[config.mk]
export PLATFORM = sky130hd
export DESIGN_NAME = at_command_modem_front_end
export DESIGN_NICKNAME = d
export VERILOG_FILES = /design/src/atm_pkg.sv /design/src/atm_ctrl.sv /design/src/atm_dp.sv /design/src/at_command_modem_front_end.sv
export SDC_FILE = /design/constraint.sdc
export NUM_CORES = 1
export LEC_CHECK = 0
export BUFFER_PORTS_ARGS = -buffer_cell sky130_fd_sc_hd__buf_2
export CORE_MARGIN = 8
export CORE_UTILIZATION = 30
export DETAILED_ROUTE_END_ITERATION = 16
export GPL_TIMING_DRIVEN = 0
export PLACE_DENSITY = 0.47
export RECOVER_POWER = 100
export SYNTH_ARGS = -nofsm -noshare
export SYNTH_HDL_FRONTEND = slang
export SYNTH_SLANG_ARGS = --single-unit
[constraint.sdc]
create_clock -name aclk -period 4.7 [get_ports aclk]
set_input_delay 0.705 -clock aclk [delete_from_list [all_inputs] [get_ports aclk]]
set_output_delay 0.705 -clock aclk [all_outputs]
set_load 0.02 [all_outputs]
[src/atm_pkg.sv]
// shared types, codes, character constants and helpers of the at command front end
package atm_pkg;

    localparam int LINE_DEPTH_DEF = 40;
    localparam int PFX_N          = 5;
    localparam int PFX_IW         = 3;
    localparam int S_TDATA_W      = 8;
    localparam int S_TUSER_W      = 2;
    localparam int M_TDATA_W      = 24;
    localparam int M_TUSER_W      = 3;
    localparam int CFG_W          = 20;
    localparam int CFG_IDX_W      = 2;

    typedef enum logic [1:0] {
        OP_BYTE      = 2'd0,
        OP_RING      = 2'd1,
        OP_LINK_UP   = 2'd2,
        OP_LINK_DOWN = 2'd3
    } op_t;

    typedef enum logic [2:0] {
        KIND_ECHO    = 3'd0,
        KIND_RESP    = 3'd1,
        KIND_DIAL    = 3'd2,
        KIND_NET     = 3'd3,
        KIND_HANGUP  = 3'd4
    } kind_t;

    typedef enum logic [2:0] {
        RESP_OK      = 3'd0,
        RESP_ERROR   = 3'd1,
        RESP_RING    = 3'd2,
        RESP_CONNECT = 3'd3,
        RESP_VERIFY  = 3'd4
    } resp_t;

    typedef enum logic [CFG_IDX_W-1:0] {
        REG_LINE_SPEED = 2'd0,
        REG_CARRIER    = 2'd1,
        REG_ESCAPE     = 2'd2,
        REG_BACKSPACE  = 2'd3
    } reg_idx_t;

    localparam logic [1:0] POL_INVERTED = 2'd0;
    localparam logic [1:0] POL_DIRECT   = 2'd1;

    localparam logic [4:0] CODE_NONE  = 5'd0;
    localparam logic [4:0] CODE_RING  = 5'd2;
    localparam logic [4:0] CODE_ERROR = 5'd4;

    localparam logic [19:0] RST_LINE_SPEED = 20'd9600;
    localparam logic [7:0]  RST_ESCAPE     = 8'h2B;
    localparam logic [7:0]  RST_BACKSPACE  = 8'h08;

    localparam logic [7:0] CH_A     = 8'h41;
    localparam logic [7:0] CH_T     = 8'h54;
    localparam logic [7:0] CH_SLASH = 8'h2F;
    localparam logic [7:0] CH_Z     = 8'h5A;
    localparam logic [7:0] CH_AMP   = 8'h26;
    localparam logic [7:0] CH_F     = 8'h46;
    localparam logic [7:0] CH_D     = 8'h44;
    localparam logic [7:0] CH_O     = 8'h4F;
    localparam logic [7:0] CH_P     = 8'h50;
    localparam logic [7:0] CH_SP    = 8'h20;
    localparam logic [7:0] CH_H     = 8'h48;
    localparam logic [7:0] CH_E     = 8'h45;
    localparam logic [7:0] CH_Q     = 8'h51;
    localparam logic [7:0] CH_V     = 8'h56;
    localparam logic [7:0] CH_S     = 8'h53;
    localparam logic [7:0] CH_EQ    = 8'h3D;
    localparam logic [7:0] CH_0     = 8'h30;
    localparam logic [7:0] CH_1     = 8'h31;
    localparam logic [7:0] CH_9     = 8'h39;
    localparam logic [7:0] CH_CR    = 8'h0D;
    localparam logic [7:0] CH_LF    = 8'h0A;
    localparam logic [7:0] CH_LA    = 8'h61;
    localparam logic [7:0] CH_LZ    = 8'h7A;
    localparam logic [7:0] CASE_OFS = 8'h20;

    typedef logic [PFX_N-1:0][7:0] pfx_t;

    typedef struct packed {
        logic accept;
        logic step;
        logic decode;
        logic scan;
        logic emit;
    } atm_cmd_t;

    typedef struct packed {
        logic need_run;
        logic need_scan;
        logic scan_done;
        logic pending;
    } atm_stat_t;

    function automatic logic [4:0] speed_code(input logic [19:0] spd, input logic answering);
        logic [4:0] code;
        case (spd)
            20'd38400: code = 5'd28;
            20'd19200: code = answering ? 5'd14 : 5'd15;
            20'd14400: code = 5'd13;
            20'd9600:  code = 5'd12;
            20'd4800:  code = 5'd11;
            20'd2400:  code = 5'd10;
            20'd1200:  code = 5'd5;
            default:   code = 5'd1;
        endcase
        return code;
    endfunction

endpackage

[src/atm_ctrl.sv]
// sequencing state machine of the at command front end
module atm_ctrl (
    input  logic              aclk,
    input  logic              aresetn,
    input  logic              s_tvalid,
    output logic              s_tready,
    output atm_pkg::atm_cmd_t cmd,
    input  atm_pkg::atm_stat_t stat
);
    import atm_pkg::*;

    typedef enum logic [2:0] {
        ST_IDLE,
        ST_STEP,
        ST_DECODE,
        ST_SCAN,
        ST_EMIT
    } state_t;

    state_t state_reg, state_next;

    always_comb begin
        state_next = state_reg;
        case (state_reg)
            ST_IDLE:   if (s_tvalid) state_next = ST_STEP;
            ST_STEP:   state_next = stat.need_run ? ST_DECODE : ST_EMIT;
            ST_DECODE: state_next = stat.need_scan ? ST_SCAN : ST_EMIT;
            ST_SCAN:   if (stat.scan_done) state_next = ST_EMIT;
            ST_EMIT:   if (!stat.pending) state_next = ST_IDLE;
            default:   state_next = ST_IDLE;
        endcase
    end

    always_ff @(posedge aclk) begin
        if (!aresetn) begin
            state_reg <= ST_IDLE;
        end else begin
            state_reg <= state_next;
        end
    end

    assign s_tready   = (state_reg == ST_IDLE);
    assign cmd.accept = (state_reg == ST_IDLE) && s_tvalid;
    assign cmd.step   = (state_reg == ST_STEP);
    assign cmd.decode = (state_reg == ST_DECODE);
    assign cmd.scan   = (state_reg == ST_SCAN);
    assign cmd.emit   = (state_reg == ST_EMIT);

endmodule

[src/atm_dp.sv]
// datapath: line memory, mode flags, command decode, flag scan and output register
module atm_dp #(
    parameter int LINE_DEPTH = atm_pkg::LINE_DEPTH_DEF
) (
    input  logic                            aclk,
    input  logic                            aresetn,
    input  atm_pkg::atm_cmd_t               cmd,
    output atm_pkg::atm_stat_t              stat,
    input  logic [atm_pkg::S_TDATA_W-1:0]   s_tdata,
    input  logic [atm_pkg::S_TUSER_W-1:0]   s_tuser,
    input  logic                            cfg_we,
    input  logic [atm_pkg::CFG_IDX_W-1:0]   cfg_index,
    input  logic [atm_pkg::CFG_W-1:0]       cfg_data,
    output logic                            m_tvalid,
    input  logic                            m_tready,
    output logic [atm_pkg::M_TDATA_W-1:0]   m_tdata,
    output logic [atm_pkg::M_TUSER_W-1:0]   m_tuser,
    output logic                            m_tlast
);
    import atm_pkg::*;

    localparam int IW = $clog2(LINE_DEPTH);
    localparam int LW = $clog2(LINE_DEPTH + 1);
    localparam int AW = $clog2(2 * LINE_DEPTH);

    function automatic logic [AW-1:0] maddr(input logic bank, input logic [IW-1:0] idx);
        return AW'(idx) + (bank ? AW'(LINE_DEPTH) : AW'(0));
    endfunction

    // configuration
    logic [19:0] speed_reg;
    logic [1:0]  pol_reg;
    logic [7:0]  esc_reg, bs_reg;

    // line state
    logic [7:0]    mem [0:2*LINE_DEPTH-1];
    logic [7:0]    rdata_reg;
    logic [AW-1:0] rd_addr, rd_addr_reg;
    logic          mem_we;
    logic [AW-1:0] mem_wa;

    logic          cur_bank_reg, cur_bank_next, prev_bank_reg, prev_bank_next;
    logic [LW-1:0] len_reg, len_next, prev_len_reg, prev_len_next;
    pfx_t          cur_pfx_reg, cur_pfx_next, prev_pfx_reg, prev_pfx_next;
    logic          prev_atf_reg, prev_atf_next;
    logic [1:0]    run_reg, run_next;
    logic          cmd_f_reg, cmd_f_next, conn_f_reg, conn_f_next, ring_f_reg, ring_f_next;
    logic          echo_f_reg, echo_f_next, wordy_f_reg, wordy_f_next;
    logic          auto_f_reg, auto_f_next;

    // item and pending results
    logic [1:0]    op_reg, op_next;
    logic [7:0]    byte_reg, byte_next;
    logic          a_slash_reg, a_slash_next;
    logic          pulse_reg, pulse_next;
    logic          echo_p_reg, echo_p_next, ok_p_reg, ok_p_next, main_p_reg, main_p_next;
    logic [7:0]    echo_byte_reg, echo_byte_next, main_byte_reg, main_byte_next;
    kind_t         main_kind_reg, main_kind_next;
    resp_t         main_resp_reg, main_resp_next;
    logic [4:0]    main_code_reg, main_code_next;
    logic [LW-1:0] dial_idx_reg, dial_idx_next, dial_end_reg, dial_end_next;

    // flag scan
    logic [LW-1:0] scan_idx_reg, scan_idx_next;
    logic          scan_v_reg, scan_v_next;
    logic [7:0]    b1_reg, b1_next, b2_reg, b2_next;
    logic          e0_reg, e0_next, e1_reg, e1_next, q0_reg, q0_next;
    logic          v0_reg, v0_next, v1_reg, v1_next;
    logic          s0_reg, s0_next, dig_reg, dig_next, nz_reg, nz_next;

    // output register
    logic                 m_valid_reg, m_valid_next;
    logic [M_TDATA_W-1:0] m_data_reg, m_data_next;
    logic [M_TUSER_W-1:0] m_user_reg, m_user_next;
    logic                 m_last_reg, m_last_next;

    // combinational helpers
    logic [7:0]    c, esc_src;
    logic [1:0]    run_inc;
    logic          trig;
    pfx_t          pfx_new;
    logic [LW-1:0] len_new;
    logic          use_prev, xb, p_at;
    logic [LW-1:0] xl;
    pfx_t          xp;
    logic          is_atz, is_atf, is_ata, is_atdo, st_atdt, st_dtsp, st_dsp, is_ath, st_at;
    logic          dial_p, dial_rdy, out_free, carrier;
    logic [7:0]    x;

    assign c       = (byte_reg >= CH_LA && byte_reg <= CH_LZ) ? byte_reg - CASE_OFS : byte_reg;
    assign esc_src = cmd_f_reg ? c : byte_reg;
    assign run_inc = (esc_src == esc_reg) ? run_reg + 2'd1 : 2'd0;
    assign trig    = (run_inc == 2'd3);

    assign use_prev = a_slash_reg || (len_reg == LW'(3) && cur_pfx_reg[0] == CH_A
                      && cur_pfx_reg[1] == CH_T && cur_pfx_reg[2] == CH_SLASH);
    assign xb   = use_prev ? prev_bank_reg : cur_bank_reg;
    assign xl   = use_prev ? prev_len_reg : len_reg;
    assign xp   = use_prev ? prev_pfx_reg : cur_pfx_reg;
    assign p_at = xp[0] == CH_A && xp[1] == CH_T;
    assign is_atz  = xl == LW'(3) && p_at && xp[2] == CH_Z;
    assign is_atf  = xl == LW'(4) && p_at && xp[2] == CH_AMP && xp[3] == CH_F;
    assign is_ata  = xl == LW'(3) && p_at && xp[2] == CH_A;
    assign is_atdo = xl == LW'(3) && p_at && (xp[2] == CH_D || xp[2] == CH_O);
    assign st_atdt = xl >= LW'(4) && p_at && xp[2] == CH_D && xp[3] == CH_T;
    assign st_dtsp = xl >= LW'(5) && p_at && xp[2] == CH_D && (xp[3] == CH_T || xp[3] == CH_P)
                     && xp[4] == CH_SP;
    assign st_dsp  = xl >= LW'(4) && p_at && xp[2] == CH_D && xp[3] == CH_SP;
    assign is_ath  = p_at && xp[2] == CH_H && (xl == LW'(3) || (xl == LW'(4) && xp[3] == CH_0));
    assign st_at   = xl >= LW'(2) && p_at;

    assign dial_p   = dial_idx_reg < dial_end_reg;
    assign rd_addr  = cmd.scan ? maddr(prev_bank_reg, scan_idx_reg[IW-1:0])
                               : maddr(prev_bank_reg, dial_idx_reg[IW-1:0]);
    assign dial_rdy = (rd_addr_reg == rd_addr);
    assign out_free = !m_valid_reg || m_tready;
    assign x        = rdata_reg;
    assign carrier  = (pol_reg == POL_INVERTED) ? !conn_f_reg
                    : (pol_reg == POL_DIRECT) ? conn_f_reg : 1'b0;

    always_comb begin
        cur_bank_next  = cur_bank_reg;   prev_bank_next = prev_bank_reg;
        len_next       = len_reg;        prev_len_next  = prev_len_reg;
        cur_pfx_next   = cur_pfx_reg;    prev_pfx_next  = prev_pfx_reg;
        prev_atf_next  = prev_atf_reg;   run_next       = run_reg;
        cmd_f_next     = cmd_f_reg;      conn_f_next    = conn_f_reg;
        ring_f_next    = ring_f_reg;     echo_f_next    = echo_f_reg;
        wordy_f_next   = wordy_f_reg;    auto_f_next    = auto_f_reg;
        op_next        = op_reg;         byte_next      = byte_reg;
        a_slash_next   = a_slash_reg;    pulse_next     = pulse_reg;
        echo_p_next    = echo_p_reg;     ok_p_next      = ok_p_reg;
        main_p_next    = main_p_reg;     echo_byte_next = echo_byte_reg;
        main_byte_next = main_byte_reg;  main_kind_next = main_kind_reg;
        main_resp_next = main_resp_reg;  main_code_next = main_code_reg;
        dial_idx_next  = dial_idx_reg;   dial_end_next  = dial_end_reg;
        scan_idx_next  = scan_idx_reg;   scan_v_next    = 1'b0;
        b1_next = b1_reg; b2_next = b2_reg;
        e0_next = e0_reg; e1_next = e1_reg; q0_next = q0_reg;
        v0_next = v0_reg; v1_next = v1_reg;
        s0_next = s0_reg; dig_next = dig_reg; nz_next = nz_reg;
        m_valid_next = m_valid_reg && !m_tready;
        m_data_next  = m_data_reg;
        m_user_next  = m_user_reg;
        m_last_next  = m_last_reg;
        mem_we  = 1'b0;
        mem_wa  = maddr(cur_bank_reg, len_reg[IW-1:0]);
        pfx_new = cur_pfx_reg;
        len_new = len_reg;
        stat.need_run  = 1'b0;
        stat.need_scan = 1'b0;
        stat.scan_done = 1'b0;
        stat.pending   = echo_p_reg || ok_p_reg || main_p_reg || dial_p;

        if (cmd.accept) begin
            op_next       = s_tuser;
            byte_next     = s_tdata;
            a_slash_next  = 1'b0;
            pulse_next    = 1'b0;
            echo_p_next   = 1'b0;
            ok_p_next     = 1'b0;
            main_p_next   = 1'b0;
            dial_idx_next = '0;
            dial_end_next = '0;
        end

        if (cmd.step) begin
            main_byte_next = '0;
            main_code_next = CODE_NONE;
            main_resp_next = RESP_OK;
            case (op_reg)
                OP_BYTE: begin
                    if (cmd_f_reg) begin
                        echo_p_next    = echo_f_reg;
                        echo_byte_next = c;
                        run_next       = trig ? 2'd0 : run_inc;
                        ok_p_next      = trig;
                        if (c == bs_reg) begin
                            if (len_reg != '0) len_next = len_reg - LW'(1);
                        end else if (c != CH_CR && c != CH_LF && c != esc_reg) begin
                            if (len_reg < LW'(LINE_DEPTH)) begin
                                mem_we = 1'b1;
                                if (len_reg < LW'(PFX_N)) pfx_new[len_reg[PFX_IW-1:0]] = c;
                                len_new = len_reg + LW'(1);
                            end
                            cur_pfx_next = pfx_new;
                            len_next     = len_new;
                            if (len_new >= LW'(2) && pfx_new[0] == CH_A
                                && pfx_new[1] == CH_SLASH) begin
                                stat.need_run = 1'b1;
                                a_slash_next  = 1'b1;
                            end
                        end else if (len_reg >= LW'(2) && cur_pfx_reg[0] == CH_A
                                     && cur_pfx_reg[1] == CH_T) begin
                            stat.need_run = 1'b1;
                        end else begin
                            len_next = '0;
                        end
                    end else if (conn_f_reg) begin
                        echo_p_next    = echo_f_reg;
                        echo_byte_next = byte_reg;
                        run_next       = trig ? 2'd0 : run_inc;
                        ok_p_next      = trig;
                        if (trig) begin
                            cmd_f_next = 1'b1;
                        end else begin
                            main_p_next    = 1'b1;
                            main_kind_next = KIND_NET;
                            main_byte_next = byte_reg;
                        end
                    end
                end
                OP_RING: begin
                    main_p_next    = 1'b1;
                    main_kind_next = KIND_RESP;
                    if (auto_f_reg) begin
                        conn_f_next    = 1'b1;
                        cmd_f_next     = 1'b0;
                        ring_f_next    = 1'b0;
                        main_resp_next = RESP_CONNECT;
                        main_code_next = speed_code(speed_reg, 1'b1);
                    end else begin
                        ring_f_next    = 1'b1;
                        main_resp_next = RESP_RING;
                        main_code_next = CODE_RING;
                        pulse_next     = 1'b1;
                    end
                end
                OP_LINK_UP: begin
                    conn_f_next    = 1'b1;
                    cmd_f_next     = 1'b0;
                    ring_f_next    = 1'b0;
                    main_p_next    = 1'b1;
                    main_kind_next = KIND_RESP;
                    main_resp_next = RESP_CONNECT;
                    main_code_next = speed_code(speed_reg, 1'b0);
                end
                default: begin
                    cmd_f_next     = 1'b1;
                    conn_f_next    = 1'b0;
                    ring_f_next    = 1'b0;
                    main_p_next    = 1'b1;
                    main_kind_next = KIND_HANGUP;
                end
            endcase
        end

        if (cmd.decode) begin
            // executed line becomes the previous line, the other bank takes new input
            prev_bank_next = xb;
            cur_bank_next  = !xb;
            prev_pfx_next  = xp;
            prev_len_next  = xl;
            prev_atf_next  = is_atf;
            len_next       = '0;
            main_p_next    = 1'b1;
            main_kind_next = KIND_RESP;
            main_byte_next = '0;
            main_resp_next = RESP_OK;
            main_code_next = CODE_NONE;
            if (is_atz) begin
                echo_f_next = 1'b1; wordy_f_next = 1'b1; auto_f_next = 1'b0;
            end else if (is_atf) begin
                if (prev_atf_reg) begin
                    echo_f_next = 1'b1; wordy_f_next = 1'b1; auto_f_next = 1'b0;
                end else begin
                    main_resp_next = RESP_VERIFY;
                end
            end else if (is_ata) begin
                if (ring_f_reg) begin
                    conn_f_next    = 1'b1;
                    cmd_f_next     = 1'b0;
                    ring_f_next    = 1'b0;
                    main_resp_next = RESP_CONNECT;
                    main_code_next = speed_code(speed_reg, 1'b1);
                end else begin
                    cmd_f_next     = 1'b1;
                    conn_f_next    = 1'b0;
                    ring_f_next    = 1'b0;
                    main_kind_next = KIND_HANGUP;
                end
            end else if (is_atdo) begin
                if (conn_f_reg) begin
                    cmd_f_next  = 1'b0;
                    main_p_next = 1'b0;
                end else begin
                    main_resp_next = RESP_ERROR;
                    main_code_next = CODE_ERROR;
                end
            end else if (st_dtsp || st_dsp || st_atdt) begin
                main_p_next   = 1'b0;
                prev_len_next = '0;
                prev_atf_next = 1'b0;
                dial_idx_next = st_dtsp ? LW'(5) : LW'(4);
                dial_end_next = xl;
            end else if (is_ath) begin
                cmd_f_next     = 1'b1;
                conn_f_next    = 1'b0;
                ring_f_next    = 1'b0;
                main_kind_next = KIND_HANGUP;
            end else if (st_at) begin
                stat.need_scan = 1'b1;
                scan_idx_next  = '0;
                b1_next = '0; b2_next = '0;
                e0_next = 1'b0; e1_next = 1'b0; q0_next = 1'b0;
                v0_next = 1'b0; v1_next = 1'b0;
                s0_next = 1'b0; dig_next = 1'b0; nz_next = 1'b0;
            end else begin
                main_resp_next = RESP_ERROR;
                main_code_next = CODE_ERROR;
            end
        end

        if (cmd.scan) begin
            if (scan_idx_reg < prev_len_reg) begin
                scan_idx_next = scan_idx_reg + LW'(1);
                scan_v_next   = 1'b1;
            end
            if (scan_v_reg) begin
                b2_next = b1_reg;
                b1_next = x;
                if (b1_reg == CH_E && x == CH_0) e0_next = 1'b1;
                if (b1_reg == CH_E && x == CH_1) e1_next = 1'b1;
                if (b1_reg == CH_Q && x == CH_0) q0_next = 1'b1;
                if (b1_reg == CH_V && x == CH_0) v0_next = 1'b1;
                if (b1_reg == CH_V && x == CH_1) v1_next = 1'b1;
                // only the first s0= counts, then its run of digits
                if (!s0_reg && b2_reg == CH_S && b1_reg == CH_0 && x == CH_EQ) begin
                    s0_next  = 1'b1;
                    dig_next = 1'b1;
                end else if (dig_reg) begin
                    if (x >= CH_0 && x <= CH_9) begin
                        if (x != CH_0) nz_next = 1'b1;
                    end else begin
                        dig_next = 1'b0;
                    end
                end
            end
            if (scan_idx_reg == prev_len_reg && !scan_v_reg) begin
                stat.scan_done = 1'b1;
                if (e1_reg) echo_f_next = 1'b1;
                else if (e0_reg) echo_f_next = 1'b0;
                if (v1_reg) wordy_f_next = 1'b1;
                else if (q0_reg || v0_reg) wordy_f_next = 1'b0;
                if (s0_reg) auto_f_next = nz_reg;
            end
        end

        if (cmd.emit && out_free) begin
            m_user_next = KIND_ECHO;
            m_data_next = '0;
            m_last_next = 1'b0;
            if (echo_p_reg) begin
                echo_p_next     = 1'b0;
                m_valid_next    = 1'b1;
                m_data_next[7:0] = echo_byte_reg;
                m_last_next     = !ok_p_reg && !main_p_reg && !dial_p;
            end else if (ok_p_reg) begin
                ok_p_next    = 1'b0;
                m_valid_next = 1'b1;
                m_user_next  = KIND_RESP;
                m_data_next[10:8] = RESP_OK;
                m_last_next  = !main_p_reg && !dial_p;
            end else if (main_p_reg) begin
                main_p_next  = 1'b0;
                m_valid_next = 1'b1;
                m_user_next  = main_kind_reg;
                m_data_next[7:0]   = main_byte_reg;
                m_data_next[10:8]  = main_resp_reg;
                m_data_next[15:11] = main_code_reg;
                m_last_next  = !dial_p;
            end else if (dial_p && dial_rdy) begin
                dial_idx_next    = dial_idx_reg + LW'(1);
                m_valid_next     = 1'b1;
                m_user_next      = KIND_DIAL;
                m_data_next[7:0] = rdata_reg;
                m_last_next      = (dial_idx_reg + LW'(1) == dial_end_reg);
            end
            m_data_next[21:16] = {pulse_reg, carrier, ring_f_reg, conn_f_reg, cmd_f_reg,
                                  wordy_f_reg};
        end
    end

    always_ff @(posedge aclk) begin
        if (mem_we) mem[mem_wa] <= c;
        rdata_reg   <= mem[rd_addr];
        rd_addr_reg <= rd_addr;
    end

    always_ff @(posedge aclk) begin
        if (!aresetn) begin
            speed_reg <= RST_LINE_SPEED;
            pol_reg   <= POL_INVERTED;
            esc_reg   <= RST_ESCAPE;
            bs_reg    <= RST_BACKSPACE;
        end else if (cfg_we) begin
            case (cfg_index)
                REG_LINE_SPEED: speed_reg <= cfg_data;
                REG_CARRIER:    pol_reg   <= cfg_data[1:0];
                REG_ESCAPE:     esc_reg   <= cfg_data[7:0];
                REG_BACKSPACE:  bs_reg    <= cfg_data[7:0];
                default:        speed_reg <= speed_reg;
            endcase
        end
    end

    always_ff @(posedge aclk) begin
        if (!aresetn) begin
            cur_bank_reg <= 1'b0;  prev_bank_reg <= 1'b1;
            len_reg      <= '0;    prev_len_reg  <= '0;
            prev_atf_reg <= 1'b0;  run_reg       <= '0;
            cmd_f_reg    <= 1'b1;  conn_f_reg    <= 1'b0;
            ring_f_reg   <= 1'b0;  echo_f_reg    <= 1'b1;
            wordy_f_reg  <= 1'b1;  auto_f_reg    <= 1'b0;
            a_slash_reg  <= 1'b0;  pulse_reg     <= 1'b0;
            echo_p_reg   <= 1'b0;  ok_p_reg      <= 1'b0;
            main_p_reg   <= 1'b0;
            dial_idx_reg <= '0;    dial_end_reg  <= '0;
            scan_idx_reg <= '0;    scan_v_reg    <= 1'b0;
            m_valid_reg  <= 1'b0;
        end else begin
            cur_bank_reg <= cur_bank_next;  prev_bank_reg <= prev_bank_next;
            len_reg      <= len_next;       prev_len_reg  <= prev_len_next;
            prev_atf_reg <= prev_atf_next;  run_reg       <= run_next;
            cmd_f_reg    <= cmd_f_next;     conn_f_reg    <= conn_f_next;
            ring_f_reg   <= ring_f_next;    echo_f_reg    <= echo_f_next;
            wordy_f_reg  <= wordy_f_next;   auto_f_reg    <= auto_f_next;
            a_slash_reg  <= a_slash_next;   pulse_reg     <= pulse_next;
            echo_p_reg   <= echo_p_next;    ok_p_reg      <= ok_p_next;
            main_p_reg   <= main_p_next;
            dial_idx_reg <= dial_idx_next;  dial_end_reg  <= dial_end_next;
            scan_idx_reg <= scan_idx_next;  scan_v_reg    <= scan_v_next;
            m_valid_reg  <= m_valid_next;
        end
    end

    always_ff @(posedge aclk) begin
        cur_pfx_reg   <= cur_pfx_next;   prev_pfx_reg  <= prev_pfx_next;
        op_reg        <= op_next;        byte_reg      <= byte_next;
        echo_byte_reg <= echo_byte_next; main_byte_reg <= main_byte_next;
        main_kind_reg <= main_kind_next; main_resp_reg <= main_resp_next;
        main_code_reg <= main_code_next;
        b1_reg <= b1_next; b2_reg <= b2_next;
        e0_reg <= e0_next; e1_reg <= e1_next; q0_reg <= q0_next;
        v0_reg <= v0_next; v1_reg <= v1_next;
        s0_reg <= s0_next; dig_reg <= dig_next; nz_reg <= nz_next;
        m_data_reg <= m_data_next;
        m_user_reg <= m_user_next;
        m_last_reg <= m_last_next;
    end

    assign m_tvalid = m_valid_reg;
    assign m_tdata  = m_data_reg;
    assign m_tuser  = m_user_reg;
    assign m_tlast  = m_last_reg;

endmodule

[src/at_command_modem_front_end.sv]
// top level of the at command modem front end
// One input beat is processed at a time. A terminal byte or event first updates the
// mode and line state in the step state, a completed AT line is then decoded, and a
// line that sets E/Q/V/S0= flags a scan of the line memory at one byte per cycle
// through the single read port. Results then leave one per cycle as the output side
// takes them, dial-string bytes more slowly since each waits for a registered memory
// read. A plain echoed byte thus passes through accept, step, load of the echo and
// return to idle. The output register holds the last result while the next beat is
// accepted. The line memory keeps the typed line and the previous line in two banks
// that swap roles when a line runs, so no copying is done.
// Configuration writes are registered and must be made while the block is idle.
module at_command_modem_front_end #(
    parameter int LINE_DEPTH = atm_pkg::LINE_DEPTH_DEF
) (
    input  logic                          aclk,
    input  logic                          aresetn,
    // input beat
    input  logic                          s_tvalid,
    output logic                          s_tready,
    input  logic [atm_pkg::S_TDATA_W-1:0] s_tdata,   // rx_byte[7:0]
    input  logic [atm_pkg::S_TUSER_W-1:0] s_tuser,   // op[1:0]
    // result beat
    output logic                          m_tvalid,
    input  logic                          m_tready,
    // out_byte[7:0], response[10:8], numeric_code[15:11], verbose_mode[16],
    // in_command_mode[17], is_connected[18], is_ringing[19], carrier_level[20],
    // ring_pulse[21], zero[23:22]
    output logic [atm_pkg::M_TDATA_W-1:0] m_tdata,
    output logic [atm_pkg::M_TUSER_W-1:0] m_tuser,   // kind[2:0]
    output logic                          m_tlast,   // last_of_run
    // configuration writes
    input  logic                          cfg_we,
    input  logic [atm_pkg::CFG_IDX_W-1:0] cfg_index,
    input  logic [atm_pkg::CFG_W-1:0]     cfg_data
);
    import atm_pkg::*;

    atm_cmd_t  cmd;
    atm_stat_t stat;

    // sequencer
    atm_ctrl u_ctrl (
        .aclk     (aclk),
        .aresetn  (aresetn),
        .s_tvalid (s_tvalid),
        .s_tready (s_tready),
        .cmd      (cmd),
        .stat     (stat)
    );

    // line memory, flags and output register
    atm_dp #(
        .LINE_DEPTH (LINE_DEPTH)
    ) u_dp (
        .aclk      (aclk),
        .aresetn   (aresetn),
        .cmd       (cmd),
        .stat      (stat),
        .s_tdata   (s_tdata),
        .s_tuser   (s_tuser),
        .cfg_we    (cfg_we),
        .cfg_index (cfg_index),
        .cfg_data  (cfg_data),
        .m_tvalid  (m_tvalid),
        .m_tready  (m_tready),
        .m_tdata   (m_tdata),
        .m_tuser   (m_tuser),
        .m_tlast   (m_tlast)
    );

    // one item at a time: no second beat right after an accepted one
    assert property (@(posedge aclk) disable iff (!aresetn)
        s_tvalid && s_tready |=> !s_tready)
        else $error("input accepted in back to back cycles");

    // ring pulse only rides on a ring response
    assert property (@(posedge aclk) disable iff (!aresetn)
        m_tvalid && m_tdata[21] |-> m_tuser == KIND_RESP && m_tdata[10:8] == RESP_RING)
        else $error("ring pulse on a non-ring beat");

    // dial bytes only come from command mode
    assert property (@(posedge aclk) disable iff (!aresetn)
        m_tvalid && m_tuser == KIND_DIAL |-> m_tdata[17])
        else $error("dial byte outside command mode");

    // network bytes only while online in data mode
    assert property (@(posedge aclk) disable iff (!aresetn)
        m_tvalid && m_tuser == KIND_NET |-> !m_tdata[17] && m_tdata[18])
        else $error("network byte while not online");

endmodule

Yosys cells after proc, flatten, opt, wreduce, memory -nomap -nowiden. Memory sizes are Yosys's and may differ from the RTL's. A register that Yosys moved wholly into a read port is not among the register bits. Cells that the tools add are included.

Add/sub/neg operators: 9. Eq/ne operators: 67. $lt $le $gt $ge: 15. Muxes and demuxes: 382. Reduce and logical (&&, ||, !) cells: 90. Bitwise logic cells: 3.

Operators by type and width (number): 40-bit two-way mux (8); 6-bit two-way mux (47); 8-bit two-way mux (33); 1-bit two-way mux (237); 8-bit by 7-bit == test with 1-bit output (second input constant) (17); 3-bit two-way mux (29); 8-bit by 6-bit == test with 1-bit output (second input constant) (10); 5-bit case mux with 7 select lines (2); 5-bit two-way mux (10); 1-bit logical AND (48); 40-bit bitwise mux (1); 20-bit by 14-bit == test with 1-bit output (second input constant) (2); 8-bit demux with 3-bit select (1); 6-bit by 7-bit adder with 7-bit output (3); 20-bit by 11-bit == test with 1-bit output (second input constant) (1); 20-bit by 12-bit == test with 1-bit output (second input constant) (1); 20-bit by 13-bit == test with 1-bit output (second input constant) (1); 20-bit by 15-bit == test with 1-bit output (second input constant) (1); 20-bit by 16-bit == test with 1-bit output (second input constant) (1); 6-bit by 1-bit adder with 6-bit output (second input constant) (3); 6-bit by 2-bit >= comparator with 1-bit output (second input constant) (3); 8-bit == test (2); 8-bit by 4-bit != test with 1-bit output (second input constant) (2); 3-bit case mux with 5 select lines (1); other kinds (49) (102).

Memories: 1. Word-level logic and storage cells: 627. Output and inout port bits: 30. Flip-flop bits (word level): 263. Bits in writable memories: 640.

Memory list: u_dp.mem (depth 80, width 8, rd ports 1, clocked after Yosys merged registers in 1, wr ports 1, RTL line atm_dp.sv:36) `logic [7:0] mem [0:2*LINE_DEPTH-1];`.

Depth between registers and ports, before layout.
Word-level depth: 26. Depth in mapped cells: 14. Depth with buffers taken out: 12.

By module. A second synthesis with hierarchy kept.

Cells, all modules: 3509. Area total of the unflattened synthesis: 39186.3 sq um.

By module, submodules not included: atm_dp (cells an instance 3484, area an instance 38973.6 sq um, instances 1); atm_ctrl (cells an instance 25, area an instance 212.7 sq um, instances 1).

Least setup slack after synthesis. Ideal clock, no wire load.

Path kind: reg-to-reg. From: register u_dp.byte_reg[3]. To: memory u_dp.mem[59][0] (enable). Stages on the path, launching flop included: 12. Required time: 4.330 ns. Arrival: 4.725 ns. Buffers on the path: 2. Setup slack: -0.396 ns. Cell sequence: edfxtp_1 > buf_2 > nand2_1 > o21a_1 > a21oi_1 > inv_1 > xnor2_1 > a31oi_2 > nand2_1 > or4_1 > buf_2 > nor2_1.

Longest elaborated chain between the ends: 13. Elaborated cells on any way between the ends: 18. Classes of those cells: add/sub: 1; order compare: 2; eq/ne: 4; mux: 8; reduce/logical: 3.

Ends and longest elaborated chain: start: declaration (RTL line atm_dp.sv:53) `logic [7:0] byte_reg, byte_next;`; start signal: assignment (RTL line atm_dp.sv:438) `op_reg <= op_next; byte_reg <= byte_next;`; 8-bit by 7-bit >= comparator with 1-bit output / 8-bit by 7-bit less-or-equal comparator with 1-bit output (equally long branches) (RTL line atm_dp.sv:90) `assign c = (byte_reg >= CH_LA && byte_reg <= CH_LZ) ? byte_reg - CASE_OFS : byte_reg;`; 1-bit logical AND (RTL line atm_dp.sv:90); 8-bit two-way mux (*) (RTL line atm_dp.sv:90); net u_dp.c[7] (RTL line atm_dp.sv:78) `logic [7:0] c, esc_src;`; 8-bit by 4-bit != test with 1-bit output (RTL line atm_dp.sv:179) `end else if (c != CH_CR && c != CH_LF && c != esc_reg) begin`; 1-bit logical AND (2 in series) (RTL line atm_dp.sv:179); 1-bit two-way mux (RTL line atm_dp.sv:179); 1-bit two-way mux (*) (RTL line atm_dp.sv:177) `if (c == bs_reg) begin`; 1-bit two-way mux (*) (RTL line atm_dp.sv:172) `if (cmd_f_reg) begin`; 1-bit two-way mux (*) (RTL line atm_dp.sv:170) `case (op_reg)`; 1-bit two-way mux (*) (RTL line atm_dp.sv:166) `if (cmd.step) begin`; 1-bit two-way mux (*) (RTL line atm_dp.sv:384) `if (mem_we) mem[mem_wa] <= c;`; 1-bit two-way mux (implied by the code) (*) (RTL line atm_dp.sv:384); end: declaration (RTL line atm_dp.sv:36).

The timed path passes the listed nets; every way through them passes the cells marked *.

Final worst setup path.
From: register u_dp.byte_reg[3]. To: memory u_dp.mem[5][2] (enable).

Longest elaborated chain between the ends: 13. Elaborated cells on any way between the ends: 18. Classes of those cells: add/sub: 1; order compare: 2; eq/ne: 4; mux: 8; reduce/logical: 3.

Ends and longest elaborated chain (RTL line): 8-bit by 7-bit >= comparator with 1-bit output / 8-bit by 7-bit less-or-equal comparator with 1-bit output (equally long branches) (atm_dp.sv:90); 1-bit logical AND (atm_dp.sv:90); 8-bit two-way mux (*) (atm_dp.sv:90); 8-bit by 4-bit != test with 1-bit output (atm_dp.sv:179); 1-bit logical AND (2 in series) (atm_dp.sv:179); 1-bit two-way mux (atm_dp.sv:179); 1-bit two-way mux (*) (atm_dp.sv:177); 1-bit two-way mux (*) (atm_dp.sv:172); 1-bit two-way mux (*) (atm_dp.sv:170); 1-bit two-way mux (*) (atm_dp.sv:166); 1-bit two-way mux (*) (atm_dp.sv:384); 1-bit two-way mux (implied by the code) (*) (atm_dp.sv:384).

Mark *: on every way between the ends. The rest lies on a longest branch, timed or not.

==> qor.txt <==
Post-Layout Cell Count: 5398
worst setup margin: 0.09827 ns
IO Pins: 67
worst reg2reg path endpoint: u_dp.mem[5][2]
Rel. slew slack: 0.05505
Global Route Usage Sum: 0.1706
post-synth top area cell: edfxtp_1
chip height: 377.9 um
gate count of the mapped netlist: 3330
drt total wl: 125.4 mm
post-synth top area share: 0.5922
routed vias: 27480
Syn Area/Cell: 11.80 um2
synth warn: 0
Final ANT Viol Nets: 0
status: finished clean
synthesized area: 39300 um2
largest net degree at the start of global routing: 81
leakage power: 16.35 nW
commonest register cell after synthesis: edfxtp_1
GR Util met3: 0.02536
number of port buffers: 63
final setup TNS: 0 ns
fin crit share: 0.9791
crit path time final: 4.602 ns
sequential cell area: 25990 um2
Worst-path clk slew: 0.06 ns
max incr delay on CP: 1.12 ns
worst hold path type: input port to flop
Core Box Area: 130800 um2
clk sinks: 911
critical path arrival: 4.95 ns
register bit total from synthesis: 911
DRT Pass-1 Iters: 6
most frequent cells in the layout: nand2_1, edfxtp_1, and3_1
Die W: 377.9 um
first-pass GRT wire length: 182.4 mm
fraction of power consumed by sequential logic: 0.516
dpl hpwl: 88.18 mm
H-tree lvl count: 3
pwr dens: 369.7 nW/um2
leading cell type in the layout, fill and taps excluded: nand2_1
clock latency at the later pin of the worst-skew pair: 0.73 ns
Root Driver: clkbuf_16
Hold WS: 0.1512 ns
DR DRC count: 0
CP Cell Sequence: buf_16, buf_6, nand2_1, o21ai_0, o311ai_0, nor3_2, nor2_1, buf_4, nand4_1, buf_12, nor2_1
row count: 133
TritonCTS clock tree: yes
sequential area share after synthesis: 0.6615
Peak VDD IR: 272.5 uV
Reg-to-Reg Start: u_dp.byte_reg[3]
sw frac: 0.2231
GR Util met1: 0.2325
Die Area: 142800 um2
Slew Limit Fails: 0
Cell variety after synth: 98
placed cell count: 5184
Vias/cell: 5.090
Worst-Margin Slew: 1.414 ns
Final Wtd Congestion: 0.8643
clock share of power: 0.448
initial core utilization: 0.3004
Max Root-Sink Buffers: 3
flop-to-flop setup slack: 0.1 ns
nets: 3624
worst endpoint required time: 5.05 ns
most frequent CP cell: nor2_1
Hold Vio Cnt, Final: 0
CP Buf/Inv Count: 4
post-DR wirelength/cell: 23.24 um
Max Cap Viol: 0
Worst R2R Path Depth: 11
WHS Endpoint: u_dp.byte_reg[7]
critical path startpoint category: flop
max reg flops: 640
Synth area leaders: edfxtp_1, nand2_1, dfxtp_1, and3_1, a311oi_1
Initial DRC Count: 2390
Internal: 13.37 mW
GRT Residual Overflow: 0
Area growth syn-to-layout: 18.48%
pre-CTS setup slack: -2.385 ns
CTS buffer count: 99
FILL cells: 12980
final design utilization: 0.3560
number of synthesized flops with an enable pin: 775
Tot Pwr: 17.21 mW
CTS Hold Bufs: 0
worst clock skew: 0.07392 ns
initial antenna violation count: 3
final number of setup-violating endpoints: 0
ys async rst share: 0
Top Usage Layer GRT: met2
hold path depth: 1
RSZ-0062 raised after global routing: yes
vias in the first global route: 26800
hold path start: s_tdata[7]
layout cells sized above 1: 0.1311
cell family with most CP delay: simple AND/OR/NAND/NOR gates
Psw: 3.839 mW
Crit Path Category: flop to flop
combinational share of power: 0.035
CP max-delay cell: o311ai_0
crit path max fanout: 19
GRT met2 Usage: 0.2845
Placed Area: 42700 um2
design area: 46560 um2
CP Capture Type: flop
multi-input logic area: 12690 um2
fmax: 0.2173 GHz
kinds of logic (layout without fill, tap and decap cells):
logic type                 after synthesis  after routing  share of synthesized area
AOI/OAI and AO/OA                      454            454                    0.08670
muxes                                   95             95                    0.02748
and+or+nand+nor                       1545           1545                     0.1808
other                                    1              6                 0.00009543
DFF                                    911            911                     0.6615
xor gates and xnor gates                35             35                   0.007801
buffers and inverters                  261            569                    0.02668
adders and majority gates               28             28                   0.008915
Yosys cell counts, types with 21 or more instances:
cell type and count:
nor3_1 38, and3_1 164, nand4_1 29, a21oi_1 74
nor2b_1 21, edfxtp_1 775, ha_1 28, nand2_1 884
mux2i_1 66, buf_2 30, o21ai_0 61, a31oi_1 39
buf_1 23, nor4_1 28, nor2_1 172, dfxtp_1 136
nand3_1 77, clkbuf_1 134, a311oi_1 82, and2_1 24
inv_1 63
layer usage:
layer / up-vias / wire (um)
met2: 758 / 59630
met4: 0 / 2536
met1: 13780 / 56650
met5: - / 0
met3: 176 / 6621
li1: 12760 / -
power groups by stage:
stage	Sequential [mW]	Combinational [mW]	Clock [mW]
finish	8.89	0.605	7.72
detailed placement	9.06	0.596	0
global placement	9.19	0.392	0
global route	8.89	0.650	8.17
floorplan	9.09	0.217	0
CTS	8.89	0.612	7.89
final cells by class:
class | instances | area share
diodes | 4 | 0.0002150
plain buffers | 192 | 0.01790
clock buffers | 140 | 0.05917
clock inverters | 41 | 0.009594
inverters | 68 | 0.005670
multi-input cells | 2159 | 0.2725
flip-flops and latches | 911 | 0.5583
well taps | 1755 | 0.04716
repair buffers | 128 | 0.02951
timing repair:
item | CTS | global route
pin swaps | 16 | 2
gates cloned | 0 | 0
endpoints found under the hold margin | 0 | 0
setup buffers | 29 | 1
endpoints found under the setup margin | 697 | 323
gates resized for setup | 70 | 50
worst max-delay path by stage:
stage	from	endpoint	slack, ns	cells past startpoint
6_report	u_dp.byte_reg[3]	u_dp.mem[5][2]	0.1	11
4_1_cts	u_dp.byte_reg[4]	u_dp.mem[42][2]	0.04	14
3_3_place_gp	u_dp.byte_reg[3]	u_dp.mem[18][1]	-5.73	11
2_1_floorplan	u_dp.byte_reg[0]	u_dp.mem[19][0]	-0.25	11
5_1_grt	u_dp.byte_reg[4]	u_dp.mem[13][6]	-0.1	14
3_5_place_dp	u_dp.byte_reg[4]	u_dp.mem[52][3]	-2.39	12
No activity file was read; power rests on OpenSTA's default activity.
